**src/hdl/lru_key_value_cache_assert.svh**
```systemverilog
// assertion macros for the lru key-value cache
`ifndef LRU_KEY_VALUE_CACHE_ASSERT_SVH
`define LRU_KEY_VALUE_CACHE_ASSERT_SVH
`ifndef SYNTHESIS
// checked property, off while reset is low
`define LKVC_ASSERT(name, prop) \
  name: assert property (@(posedge clk_i) disable iff (!rst_ni) prop) \
    else $error("lkvc assertion failed");
// checked property, also during reset
`define LKVC_ASSERT_ALWAYS(name, prop) \
  name: assert property (@(posedge clk_i) prop) \
    else $error("lkvc assertion failed");
`else
`define LKVC_ASSERT(name, prop)
`define LKVC_ASSERT_ALWAYS(name, prop)
`endif
`endif

```
**src/hdl/lkvc_pkg.sv**
```systemverilog
// shared constants, types and state encoding of the lru key-value cache
package lkvc_pkg;

  localparam int ENTRIES    = 16;
  localparam int KEY_BITS   = 48;
  localparam int VALUE_BITS = 32;
  localparam int IDX_BITS   = $clog2(ENTRIES);
  localparam int CNT_BITS   = $clog2(ENTRIES + 1);
  localparam int CAP_BITS   = 5;
  localparam int CMP_BITS   = (CAP_BITS > CNT_BITS) ? CAP_BITS : CNT_BITS;

  localparam logic [CAP_BITS-1:0] CAP_RESET = CAP_BITS'(16);

  localparam logic OP_LOOKUP = 1'b0;
  localparam logic OP_INSERT = 1'b1;

  typedef enum logic [1:0] {
    ST_IDLE,
    ST_SEARCH,
    ST_READ,
    ST_DONE
  } state_e;

  typedef struct packed {
    logic capture;
    logic search;
    logic load_out;
  } cmd_t;

endpackage

```
**src/hdl/lkvc_ram.sv**
```systemverilog
// generic single-write, single-read ram with registered read data
module lkvc_ram #(
  parameter int WIDTH = 32,
  parameter int DEPTH = 16
) (
  input  logic                     clk_i,
  input  logic                     we_i,
  input  logic [$clog2(DEPTH)-1:0] waddr_i,
  input  logic [WIDTH-1:0]         wdata_i,
  input  logic [$clog2(DEPTH)-1:0] raddr_i,
  output logic [WIDTH-1:0]         rdata_o
);

  logic [WIDTH-1:0] mem_q [DEPTH];
  logic [WIDTH-1:0] rdata_q;

  always_ff @(posedge clk_i) begin
    if (we_i) begin
      mem_q[waddr_i] <= wdata_i;
    end
    rdata_q <= mem_q[raddr_i];
  end

  assign rdata_o = rdata_q;

endmodule

```
**src/hdl/lkvc_ctrl.sv**
```systemverilog
// control state machine of the lru key-value cache
module lkvc_ctrl import lkvc_pkg::*; (
  input  logic clk_i,
  input  logic rst_ni,
  input  logic in_valid_i,
  output logic in_stall_o,
  output logic out_valid_o,
  input  logic out_stall_i,
  output cmd_t cmd_o
);

  state_e state_q, state_d;
  logic   out_valid_q, out_valid_d;
  logic   out_free;

  assign out_free = !out_valid_q || !out_stall_i;

  always_comb begin
    state_d = state_q;
    case (state_q)
      ST_IDLE: begin
        if (in_valid_i) state_d = ST_SEARCH;
      end
      ST_SEARCH: state_d = ST_READ;
      ST_READ:   state_d = ST_DONE;
      ST_DONE: begin
        if (out_free) state_d = ST_IDLE;
      end
      default:   state_d = ST_IDLE;
    endcase
  end

  always_comb begin
    cmd_o = '0;
    case (state_q)
      ST_IDLE:   cmd_o.capture  = in_valid_i;
      ST_SEARCH: cmd_o.search   = 1'b1;
      ST_READ:   cmd_o          = '0;
      ST_DONE:   cmd_o.load_out = out_free;
      default:   cmd_o          = '0;
    endcase
  end

  assign in_stall_o  = (state_q != ST_IDLE);
  // a result beat stays until taken; a new one loads once it is gone
  assign out_valid_d = cmd_o.load_out || (out_valid_q && out_stall_i);
  assign out_valid_o = out_valid_q;

  always_ff @(posedge clk_i or negedge rst_ni) begin
    if (!rst_ni) begin
      state_q     <= ST_IDLE;
      out_valid_q <= 1'b0;
    end else begin
      state_q     <= state_d;
      out_valid_q <= out_valid_d;
    end
  end

endmodule

```
**src/hdl/lkvc_dp.sv**
```systemverilog
// datapath: key compare, recency ranks, value store and result register
module lkvc_dp import lkvc_pkg::*; (
  input  logic                  clk_i,
  input  logic                  rst_ni,
  input  cmd_t                  cmd_i,
  input  logic                  cfg_we_i,
  input  logic [CAP_BITS-1:0]   cfg_wdata_i,
  input  logic                  opcode_i,
  input  logic [KEY_BITS-1:0]   lookup_key_i,
  input  logic [VALUE_BITS-1:0] new_value_i,
  output logic                  hit_o,
  output logic [VALUE_BITS-1:0] read_value_o,
  output logic                  evicted_o
);

  logic [CAP_BITS-1:0]   cap_q;
  logic                  op_q;
  logic [KEY_BITS-1:0]   key_q;
  logic [VALUE_BITS-1:0] val_q;

  logic [KEY_BITS-1:0]   entry_key_q  [ENTRIES];
  logic [ENTRIES-1:0]    entry_valid_q;
  logic [IDX_BITS-1:0]   rank_q       [ENTRIES];
  logic [CNT_BITS-1:0]   count_q, count_d;
  logic [IDX_BITS-1:0]   slot_q, slot_d;
  logic                  res_hit_q, res_ev_q, res_rd_q;

  logic [ENTRIES-1:0]    match, victim;
  logic                  hit, full, free_found, hit_found, vic_found;
  logic [IDX_BITS-1:0]   hit_idx, free_idx, vic_idx;
  logic [CMP_BITS-1:0]   cap_eff;
  logic [CNT_BITS-1:0]   cnt_m1, thresh;
  logic                  do_update, do_alloc, do_evict, do_key_wr;
  logic [VALUE_BITS-1:0] ram_rdata;

  logic                  hit_oq, ev_oq;
  logic [VALUE_BITS-1:0] rd_oq;

  // effective capacity: zero acts as one, too large acts as the store size
  always_comb begin
    cap_eff = CMP_BITS'(cap_q);
    if (cap_q == '0) begin
      cap_eff = CMP_BITS'(1);
    end else if (CMP_BITS'(cap_q) > CMP_BITS'(ENTRIES)) begin
      cap_eff = CMP_BITS'(ENTRIES);
    end
  end

  assign cnt_m1 = count_q - CNT_BITS'(1);
  assign full   = CMP_BITS'(count_q) >= cap_eff;

  always_comb begin
    for (int i = 0; i < ENTRIES; i++) begin
      match[i]  = entry_valid_q[i] && (entry_key_q[i] == key_q);
      // lru entry holds the highest rank, which is count minus one
      victim[i] = entry_valid_q[i] && (rank_q[i] == cnt_m1[IDX_BITS-1:0]);
    end
  end

  always_comb begin
    hit_found  = 1'b0;
    vic_found  = 1'b0;
    free_found = 1'b0;
    hit_idx    = '0;
    vic_idx    = '0;
    free_idx   = '0;
    for (int i = 0; i < ENTRIES; i++) begin
      if (match[i] && !hit_found) begin
        hit_found = 1'b1;
        hit_idx   = IDX_BITS'(i);
      end
      if (victim[i] && !vic_found) begin
        vic_found = 1'b1;
        vic_idx   = IDX_BITS'(i);
      end
      if (!entry_valid_q[i] && !free_found) begin
        free_found = 1'b1;
        free_idx   = IDX_BITS'(i);
      end
    end
  end

  assign hit       = hit_found;
  assign do_update = cmd_i.search && (hit || (op_q == OP_INSERT));
  assign do_key_wr = cmd_i.search && !hit && (op_q == OP_INSERT);
  assign do_evict  = do_key_wr && full;
  assign do_alloc  = do_key_wr && !full;

  // target slot and the rank below which entries age by one
  always_comb begin
    if (hit) begin
      slot_d = hit_idx;
      thresh = CNT_BITS'(rank_q[hit_idx]);
    end else if (full) begin
      slot_d = vic_idx;
      thresh = cnt_m1;
    end else begin
      slot_d = free_idx;
      thresh = count_q;
    end
  end

  assign count_d = do_alloc ? count_q + CNT_BITS'(1) : count_q;

  always_ff @(posedge clk_i or negedge rst_ni) begin
    if (!rst_ni) begin
      cap_q         <= CAP_RESET;
      entry_valid_q <= '0;
      count_q       <= '0;
      for (int i = 0; i < ENTRIES; i++) begin
        rank_q[i] <= '0;
      end
    end else begin
      if (cfg_we_i) cap_q <= cfg_wdata_i;
      count_q <= count_d;
      if (do_alloc) entry_valid_q[slot_d] <= 1'b1;
      for (int i = 0; i < ENTRIES; i++) begin
        if (do_update) begin
          if (IDX_BITS'(i) == slot_d) begin
            rank_q[i] <= '0;
          end else if (entry_valid_q[i] && (CNT_BITS'(rank_q[i]) < thresh)) begin
            rank_q[i] <= rank_q[i] + IDX_BITS'(1);
          end
        end
      end
    end
  end

  always_ff @(posedge clk_i) begin
    if (cmd_i.capture) begin
      op_q  <= opcode_i;
      key_q <= lookup_key_i;
      val_q <= new_value_i;
    end
    if (cmd_i.search) begin
      slot_q    <= slot_d;
      res_hit_q <= hit;
      res_ev_q  <= do_evict;
      res_rd_q  <= hit && (op_q == OP_LOOKUP);
    end
    if (do_key_wr) entry_key_q[slot_d] <= key_q;
    if (cmd_i.load_out) begin
      hit_oq <= res_hit_q;
      ev_oq  <= res_ev_q;
      rd_oq  <= res_rd_q ? ram_rdata : '0;
    end
  end

  lkvc_ram #(
    .WIDTH (VALUE_BITS),
    .DEPTH (ENTRIES)
  ) u_value_ram (
    .clk_i   (clk_i),
    .we_i    (cmd_i.search && (op_q == OP_INSERT)),
    .waddr_i (slot_d),
    .wdata_i (val_q),
    .raddr_i (slot_q),
    .rdata_o (ram_rdata)
  );

  assign hit_o        = hit_oq;
  assign evicted_o    = ev_oq;
  assign read_value_o = rd_oq;

endmodule

```
**src/hdl/lru_key_value_cache.sv**
```systemverilog
// top level of the lru key-value cache
// each accepted item passes capture, key search and rank update, value ram read
// and result load in turn, the value ram's registered read giving the read step;
// a new item is taken only once the result is loaded, and a stalled result beat
// holds the load back; the next item is taken while the previous result beat still waits
// reset: valid bits, ranks, fill count and capacity (16) clear at once, no sweep
module lru_key_value_cache import lkvc_pkg::*; (
  input  logic                  clk_i,
  input  logic                  rst_ni,
  input  logic                  cfg_we_i,
  input  logic [CAP_BITS-1:0]   cfg_wdata_i,
  input  logic                  in_valid_i,
  output logic                  in_stall_o,
  input  logic                  opcode_i,
  input  logic [KEY_BITS-1:0]   lookup_key_i,
  input  logic [VALUE_BITS-1:0] new_value_i,
  output logic                  out_valid_o,
  input  logic                  out_stall_i,
  output logic                  hit_o,
  output logic [VALUE_BITS-1:0] read_value_o,
  output logic                  evicted_o
);

`include "lru_key_value_cache_assert.svh"

  cmd_t cmd;

  lkvc_ctrl u_ctrl (
    .clk_i       (clk_i),
    .rst_ni      (rst_ni),
    .in_valid_i  (in_valid_i),
    .in_stall_o  (in_stall_o),
    .out_valid_o (out_valid_o),
    .out_stall_i (out_stall_i),
    .cmd_o       (cmd)
  );

  lkvc_dp u_dp (
    .clk_i        (clk_i),
    .rst_ni       (rst_ni),
    .cmd_i        (cmd),
    .cfg_we_i     (cfg_we_i),
    .cfg_wdata_i  (cfg_wdata_i),
    .opcode_i     (opcode_i),
    .lookup_key_i (lookup_key_i),
    .new_value_i  (new_value_i),
    .hit_o        (hit_o),
    .read_value_o (read_value_o),
    .evicted_o    (evicted_o)
  );

  // an accepted beat closes the input until its result is loaded
  `LKVC_ASSERT(a_stall_after_accept, (in_valid_i && !in_stall_o) |=> in_stall_o)
  // a hit never evicts
  `LKVC_ASSERT(a_hit_not_evict, out_valid_o |-> !(hit_o && evicted_o))
  // nonzero read data only comes from a hit
  `LKVC_ASSERT(a_data_needs_hit, (out_valid_o && (read_value_o != '0)) |-> hit_o)
  // nothing is presented straight out of reset
  `LKVC_ASSERT_ALWAYS(a_reset_idle, !rst_ni |=> !out_valid_o)

endmodule

```
**config.mk**
```make
export PLATFORM = sky130hd
export DESIGN_NAME = lru_key_value_cache
export DESIGN_NICKNAME = d
export VERILOG_FILES = /design/src/hdl/lkvc_pkg.sv /design/src/hdl/lkvc_ram.sv /design/src/hdl/lkvc_ctrl.sv /design/src/hdl/lkvc_dp.sv /design/src/hdl/lru_key_value_cache.sv
export VERILOG_INCLUDE_DIRS = /design/src /design/src/hdl
export SDC_FILE = /design/constraint.sdc
export NUM_CORES = 2
export LEC_CHECK = 0
export BUFFER_PORTS_ARGS = -buffer_cell sky130_fd_sc_hd__buf_2
export CORE_ASPECT_RATIO = 1.2
export CORE_MARGIN = 10
export CORE_UTILIZATION = 40
export CTS_BUF_LIST = sky130_fd_sc_hd__clkbuf_2 sky130_fd_sc_hd__clkbuf_4 sky130_fd_sc_hd__clkbuf_8
export CTS_CLUSTER_SIZE = 8
export DETAILED_ROUTE_END_ITERATION = 16
export HOLD_SLACK_MARGIN = 0.03
export PLACE_DENSITY = 0.58
export SYNTH_ARGS = -nofsm -noshare
export SYNTH_HDL_FRONTEND = slang
export SYNTH_HIERARCHICAL = 1
export SYNTH_SLANG_ARGS = --single-unit
```
**constraint.sdc**
```tcl
create_clock -name clk_i -period 14.9 [get_ports clk_i]
set_clock_uncertainty 0.1 [all_clocks]
set_input_delay 3.725 -clock clk_i [delete_from_list [all_inputs] [get_ports clk_i]]
set_output_delay 3.725 -clock clk_i [all_outputs]
set_load 0.03 [all_outputs]
```
==> flow_summary.rst <==
.. list-table::
   :header-rows: 1

   * - Metric
     - Value
   * - Run status
     - finished clean
   * - Internal power consumption
     - 8570 uW
   * - Worst Setup Start Kind
     - flop
   * - Layout overhead on the synthesized area
     - 13.3%
   * - Number of DRC violations after detailed-routing iteration 0
     - 3717
   * - WL per Instance
     - 27.3 um
   * - Number of gates given a new drive strength after cts
     - 0
   * - Pleak
     - 0.0255 uW
   * - Pins over their slew limit
     - 0
   * - Crit path capture type
     - flop
   * - Fraction of synthesized cell area taken by the top area cell type
     - 0.620
   * - Hold Path Class
     - flop to flop
   * - CTS sink count
     - 1527
   * - First element of the critical path
     - u_dp/key_q[6]
   * - Total area of sequential cells
     - 45100 um2
   * - Synthesis Warnings
     - 6
   * - Post-layout min period
     - 7.47 ns
   * - I/O Buffers
     - 126
   * - Fraction of final layout cells with drive strength greater than 1
     - 0.182
   * - Net Sw Power
     - 4220 uW
   * - Maximum fanout along the worst path
     - 29
   * - Vias post-DR
     - 40900
   * - Crit Path Class
     - flop to flop
   * - Share of the clock period used by the worst path after layout
     - 0.501
   * - Syn Nets
     - 4659
   * - Cell area after technology mapping
     - 67900 um2
   * - Cells after Synth
     - 4492
   * - CTS clock-pin slew for the worst setup and hold paths
     - 0.06 ns
   * - Maximum VDD drop
     - 0.000129 V
   * - Starting utilization of the core area
     - 0.402
   * - Max H-tree Level
     - 5
   * - Die footprint
     - 187000 um2
   * - #FFs+latches synth
     - 1527
   * - FFs w/ async S/R, synth
     - 0.0609
   * - Number of optimization iterations in the first detailed-route pass
     - 5
   * - Final Setup Violations
     - 0
   * - Relative slew slack
     - 0.261
   * - Final net count
     - 5003
   * - Largest net degree at the start of global routing
     - 129
   * - Floorplan core area
     - 169000 um2
   * - Primary flip-flop cell chosen by synthesis mapping
     - sky130_fd_sc_hd__edfxtp_1
   * - Count of nets left with antenna violations after detail routing
     - 0
   * - Unrepaired setup endpoints after global routing
     - no
   * - Transition time at the pin with the least slew margin
     - 1.11 ns
   * - Total negative slack for setup checks
     - 0 ns
   * - Power share of the sequential group
     - 0.433
   * - Area occupied by multi-input gates
     - 21900 um2
   * - # IOs
     - 127
   * - Most common cell after layout, fill and taps aside
     - sky130_fd_sc_hd__edfxtp_1
   * - Number of global-route vias before repair
     - 41700
   * - HPWL after detailed placement
     - 119 mm
   * - Global-route wire length before repair
     - 287 mm
   * - Clock network latency to the later pin of the worst-skew pair
     - 1.00 ns
   * - Buffer cell driving the clock tree root
     - sky130_fd_sc_hd__clkbuf_8
   * - Global route total overflow
     - 0
   * - Worst Path Required
     - 15.67 ns
   * - Crit Reg-Reg Startpoint
     - u_dp/key_q[6]
   * - Die width
     - 396 um
   * - Power per unit of standard cell area
     - 166 nW/um2
   * - Total DRC errors in the routed layout
     - 0
   * - Relative contribution of the clock network to total power
     - 0.298
   * - Post-CTS setup-driven buffer insertion count
     - 0
   * - Vias per std cell
     - 5.62
   * - Height of the chip
     - 471 um
   * - Total GRT Usage
     - 0.207
   * - Synth Area per Inst
     - 15.1 um2
   * - TritonCTS clock tree
     - done
   * - Longest Clk Path Bufs
     - 4
   * - Detailed-route wire length
     - 198 mm
   * - Number of synthesized flops with an enable pin
     - 1402
   * - Fmax
     - 134 MHz
   * - Fill count
     - 15000
   * - Comb pwr share
     - 0.268
   * - Final Hold Fails
     - 0
   * - Number of buffers inserted by hold repair at cts
     - 0
   * - Placement Cell Area
     - 71700 um2
   * - Number of distinct library cells after synthesis
     - 102
   * - Routability-driven placement congestion ratio
     - 0.930
   * - Non-Filler Cell Area, Final
     - 76900 um2
   * - Antenna violations before repair
     - 9
   * - Sw frac
     - 0.330
   * - Critical path data arrival time
     - 8.24 ns
   * - Top library cells by usage in the layout, fill and taps aside
     - 1402 x sky130_fd_sc_hd__edfxtp_1, 473 x sky130_fd_sc_hd__xnor2_1, 292 x sky130_fd_sc_hd__xor2_1
   * - Maximum Capacitance Violations
     - 0
   * - Worst Min Path Start
     - u_dp/res_hit_q
   * - Number of buffers inserted during clock tree synthesis
     - 275
   * - Synth area leaders
     - sky130_fd_sc_hd__edfxtp_1 62%, sky130_fd_sc_hd__xnor2_1 6.1%, sky130_fd_sc_hd__mux4_2 4.2%
   * - Cell Rows
     - 165
   * - Cell type with the largest total area after synthesis
     - sky130_fd_sc_hd__edfxtp_1
   * - Register area share after synthesis
     - 0.664
-- synth_stat cells (19+ instances only) --
library cell                   n
sky130_fd_sc_hd__a21o_1       38
sky130_fd_sc_hd__a21oi_1      54
sky130_fd_sc_hd__a22oi_1      67
sky130_fd_sc_hd__and2_1       53
sky130_fd_sc_hd__and3_1       28
sky130_fd_sc_hd__buf_2       104
sky130_fd_sc_hd__clkbuf_1     49
sky130_fd_sc_hd__dfrtp_1      92
sky130_fd_sc_hd__dfxtp_1      32
sky130_fd_sc_hd__edfxtp_1   1402
sky130_fd_sc_hd__ha_1         76
sky130_fd_sc_hd__inv_1        66
sky130_fd_sc_hd__mux2_2       26
sky130_fd_sc_hd__mux2i_1      22
sky130_fd_sc_hd__mux4_2      128
sky130_fd_sc_hd__nand2_1     186
sky130_fd_sc_hd__nand2b_1    144
sky130_fd_sc_hd__nand3_1      99
sky130_fd_sc_hd__nand4_1     246
sky130_fd_sc_hd__nand4b_1     19
sky130_fd_sc_hd__nor2_1      117
sky130_fd_sc_hd__nor2b_1      44
sky130_fd_sc_hd__nor3_1       68
sky130_fd_sc_hd__nor4_1      152
sky130_fd_sc_hd__o2111ai_1    23
sky130_fd_sc_hd__o21ai_0      57
sky130_fd_sc_hd__or4_1        22
sky130_fd_sc_hd__xnor2_1     474
sky130_fd_sc_hd__xor2_1      292
-- layer usage --
metal,up-vias,GRT usage,wire length (um)
li1,18000,-,-
met1,20900,0.269,82200
met2,1598,0.344,95500
met3,398,0.0388,13200
met4,0,0.0802,7580
met5,-,0,0
-- path summary, 6_finish.rpt --
path	endpoint	slack [ns]	cells past startpoint
min	u_dp/hit_o	0.32	0
max in group asynchronous	u_dp/entry_valid_q[13]	10.83	2
min in group asynchronous	u_dp/rank_q[49]	2.66	1
min reg2reg	u_dp/hit_o	0.32	0
max reg2reg	u_dp/rank_q[0]	7.43	23
max	u_dp/rank_q[0]	7.43	23
-- power groups by stage --
stage	sequential (uW)	combinational, uW	clock [uW]
global route	5580	3690	4100
CTS	5540	3440	3920
detailed placement	5630	3430	0
global placement	5610	3410	0
floorplan	5570	2230	0
finish	5540	3430	3810
-- metrics by stage --
step | setup WS [ns] | util | total power, uW | cells | hold slack (ns)
floorplan | 5.43 | - | 7800 | 4492 | 0.300
global placement | 7.60 | 0.425 | 9030 | 6813 | 0.309
detailed placement | 7.52 | 0.425 | 9060 | 6813 | 0.305
CTS | 7.52 | 0.456 | 12900 | 7269 | 0.319
global route | 7.05 | 0.456 | 13400 | 7273 | 0.337
finish | 7.43 | 0.456 | 12800 | 7275 | 0.319
-- critical path: stages (launching register included) --
cell and delay [ns]:
sky130_fd_sc_hd__edfxtp_1 0.75, sky130_fd_sc_hd__buf_4 0.59, sky130_fd_sc_hd__xnor2_1 0.20, sky130_fd_sc_hd__nand2_1 0.08, sky130_fd_sc_hd__a2111oi_0 0.47, sky130_fd_sc_hd__nand4_1 0.50, sky130_fd_sc_hd__o21ai_0 0.32, sky130_fd_sc_hd__a31oi_2 0.18
sky130_fd_sc_hd__o311ai_4 0.28, sky130_fd_sc_hd__buf_4 0.39, sky130_fd_sc_hd__mux2i_1 0.34, sky130_fd_sc_hd__o21ai_0 0.11, sky130_fd_sc_hd__o21ai_0 0.15, sky130_fd_sc_hd__o21ai_0 0.12, sky130_fd_sc_hd__mux2i_2 0.71, sky130_fd_sc_hd__buf_4 0.33
sky130_fd_sc_hd__ha_1 0.27, sky130_fd_sc_hd__a21o_1 0.19, sky130_fd_sc_hd__a21o_1 0.17, sky130_fd_sc_hd__a21oi_1 0.15, sky130_fd_sc_hd__o21ai_0 0.09, sky130_fd_sc_hd__a21oi_1 0.34, sky130_fd_sc_hd__o21ai_0 0.16, sky130_fd_sc_hd__mux2_2 0.33
-- sequential cells by signal, indices dropped and copies added (netlist names), 5 cells and up --
register / cells
u_dp/read_value_o: 32
u_dp/rank_q: 64
u_dp/cap_q: 5
u_dp/u_value_ram/rdata_o: 32
u_dp/key_q: 48
u_dp/val_q: 32
u_dp/entry_valid_q: 16
u_dp/count_q: 5
u_dp/u_value_ram/mem_q: 512
u_dp/entry_key_q: 768
-- cells by family after synthesis --
family,Yosys count,synth area share
flops,1527,0.664
fa+ha+maj,76,0.0140
xor+xnor,775,0.102
buf+inv,255,0.0173
mux,182,0.0511
compound gates,405,0.0442
simple gates,1272,0.108
-- cell type report --
| cell class | count | share of cell area |
|---|---|---|
| flip-flops and latches | 1527 | 0.586 |
| multi-input cells | 2710 | 0.285 |
| clock buffers | 401 | 0.0628 |
| well taps | 2254 | 0.0367 |
| repair buffers | 255 | 0.0210 |
| clock inverters | 55 | 0.00456 |
| inverters | 67 | 0.00327 |
| diodes | 6 | 0.000195 |
No activity file was read; power rests on OpenSTA's default activity.
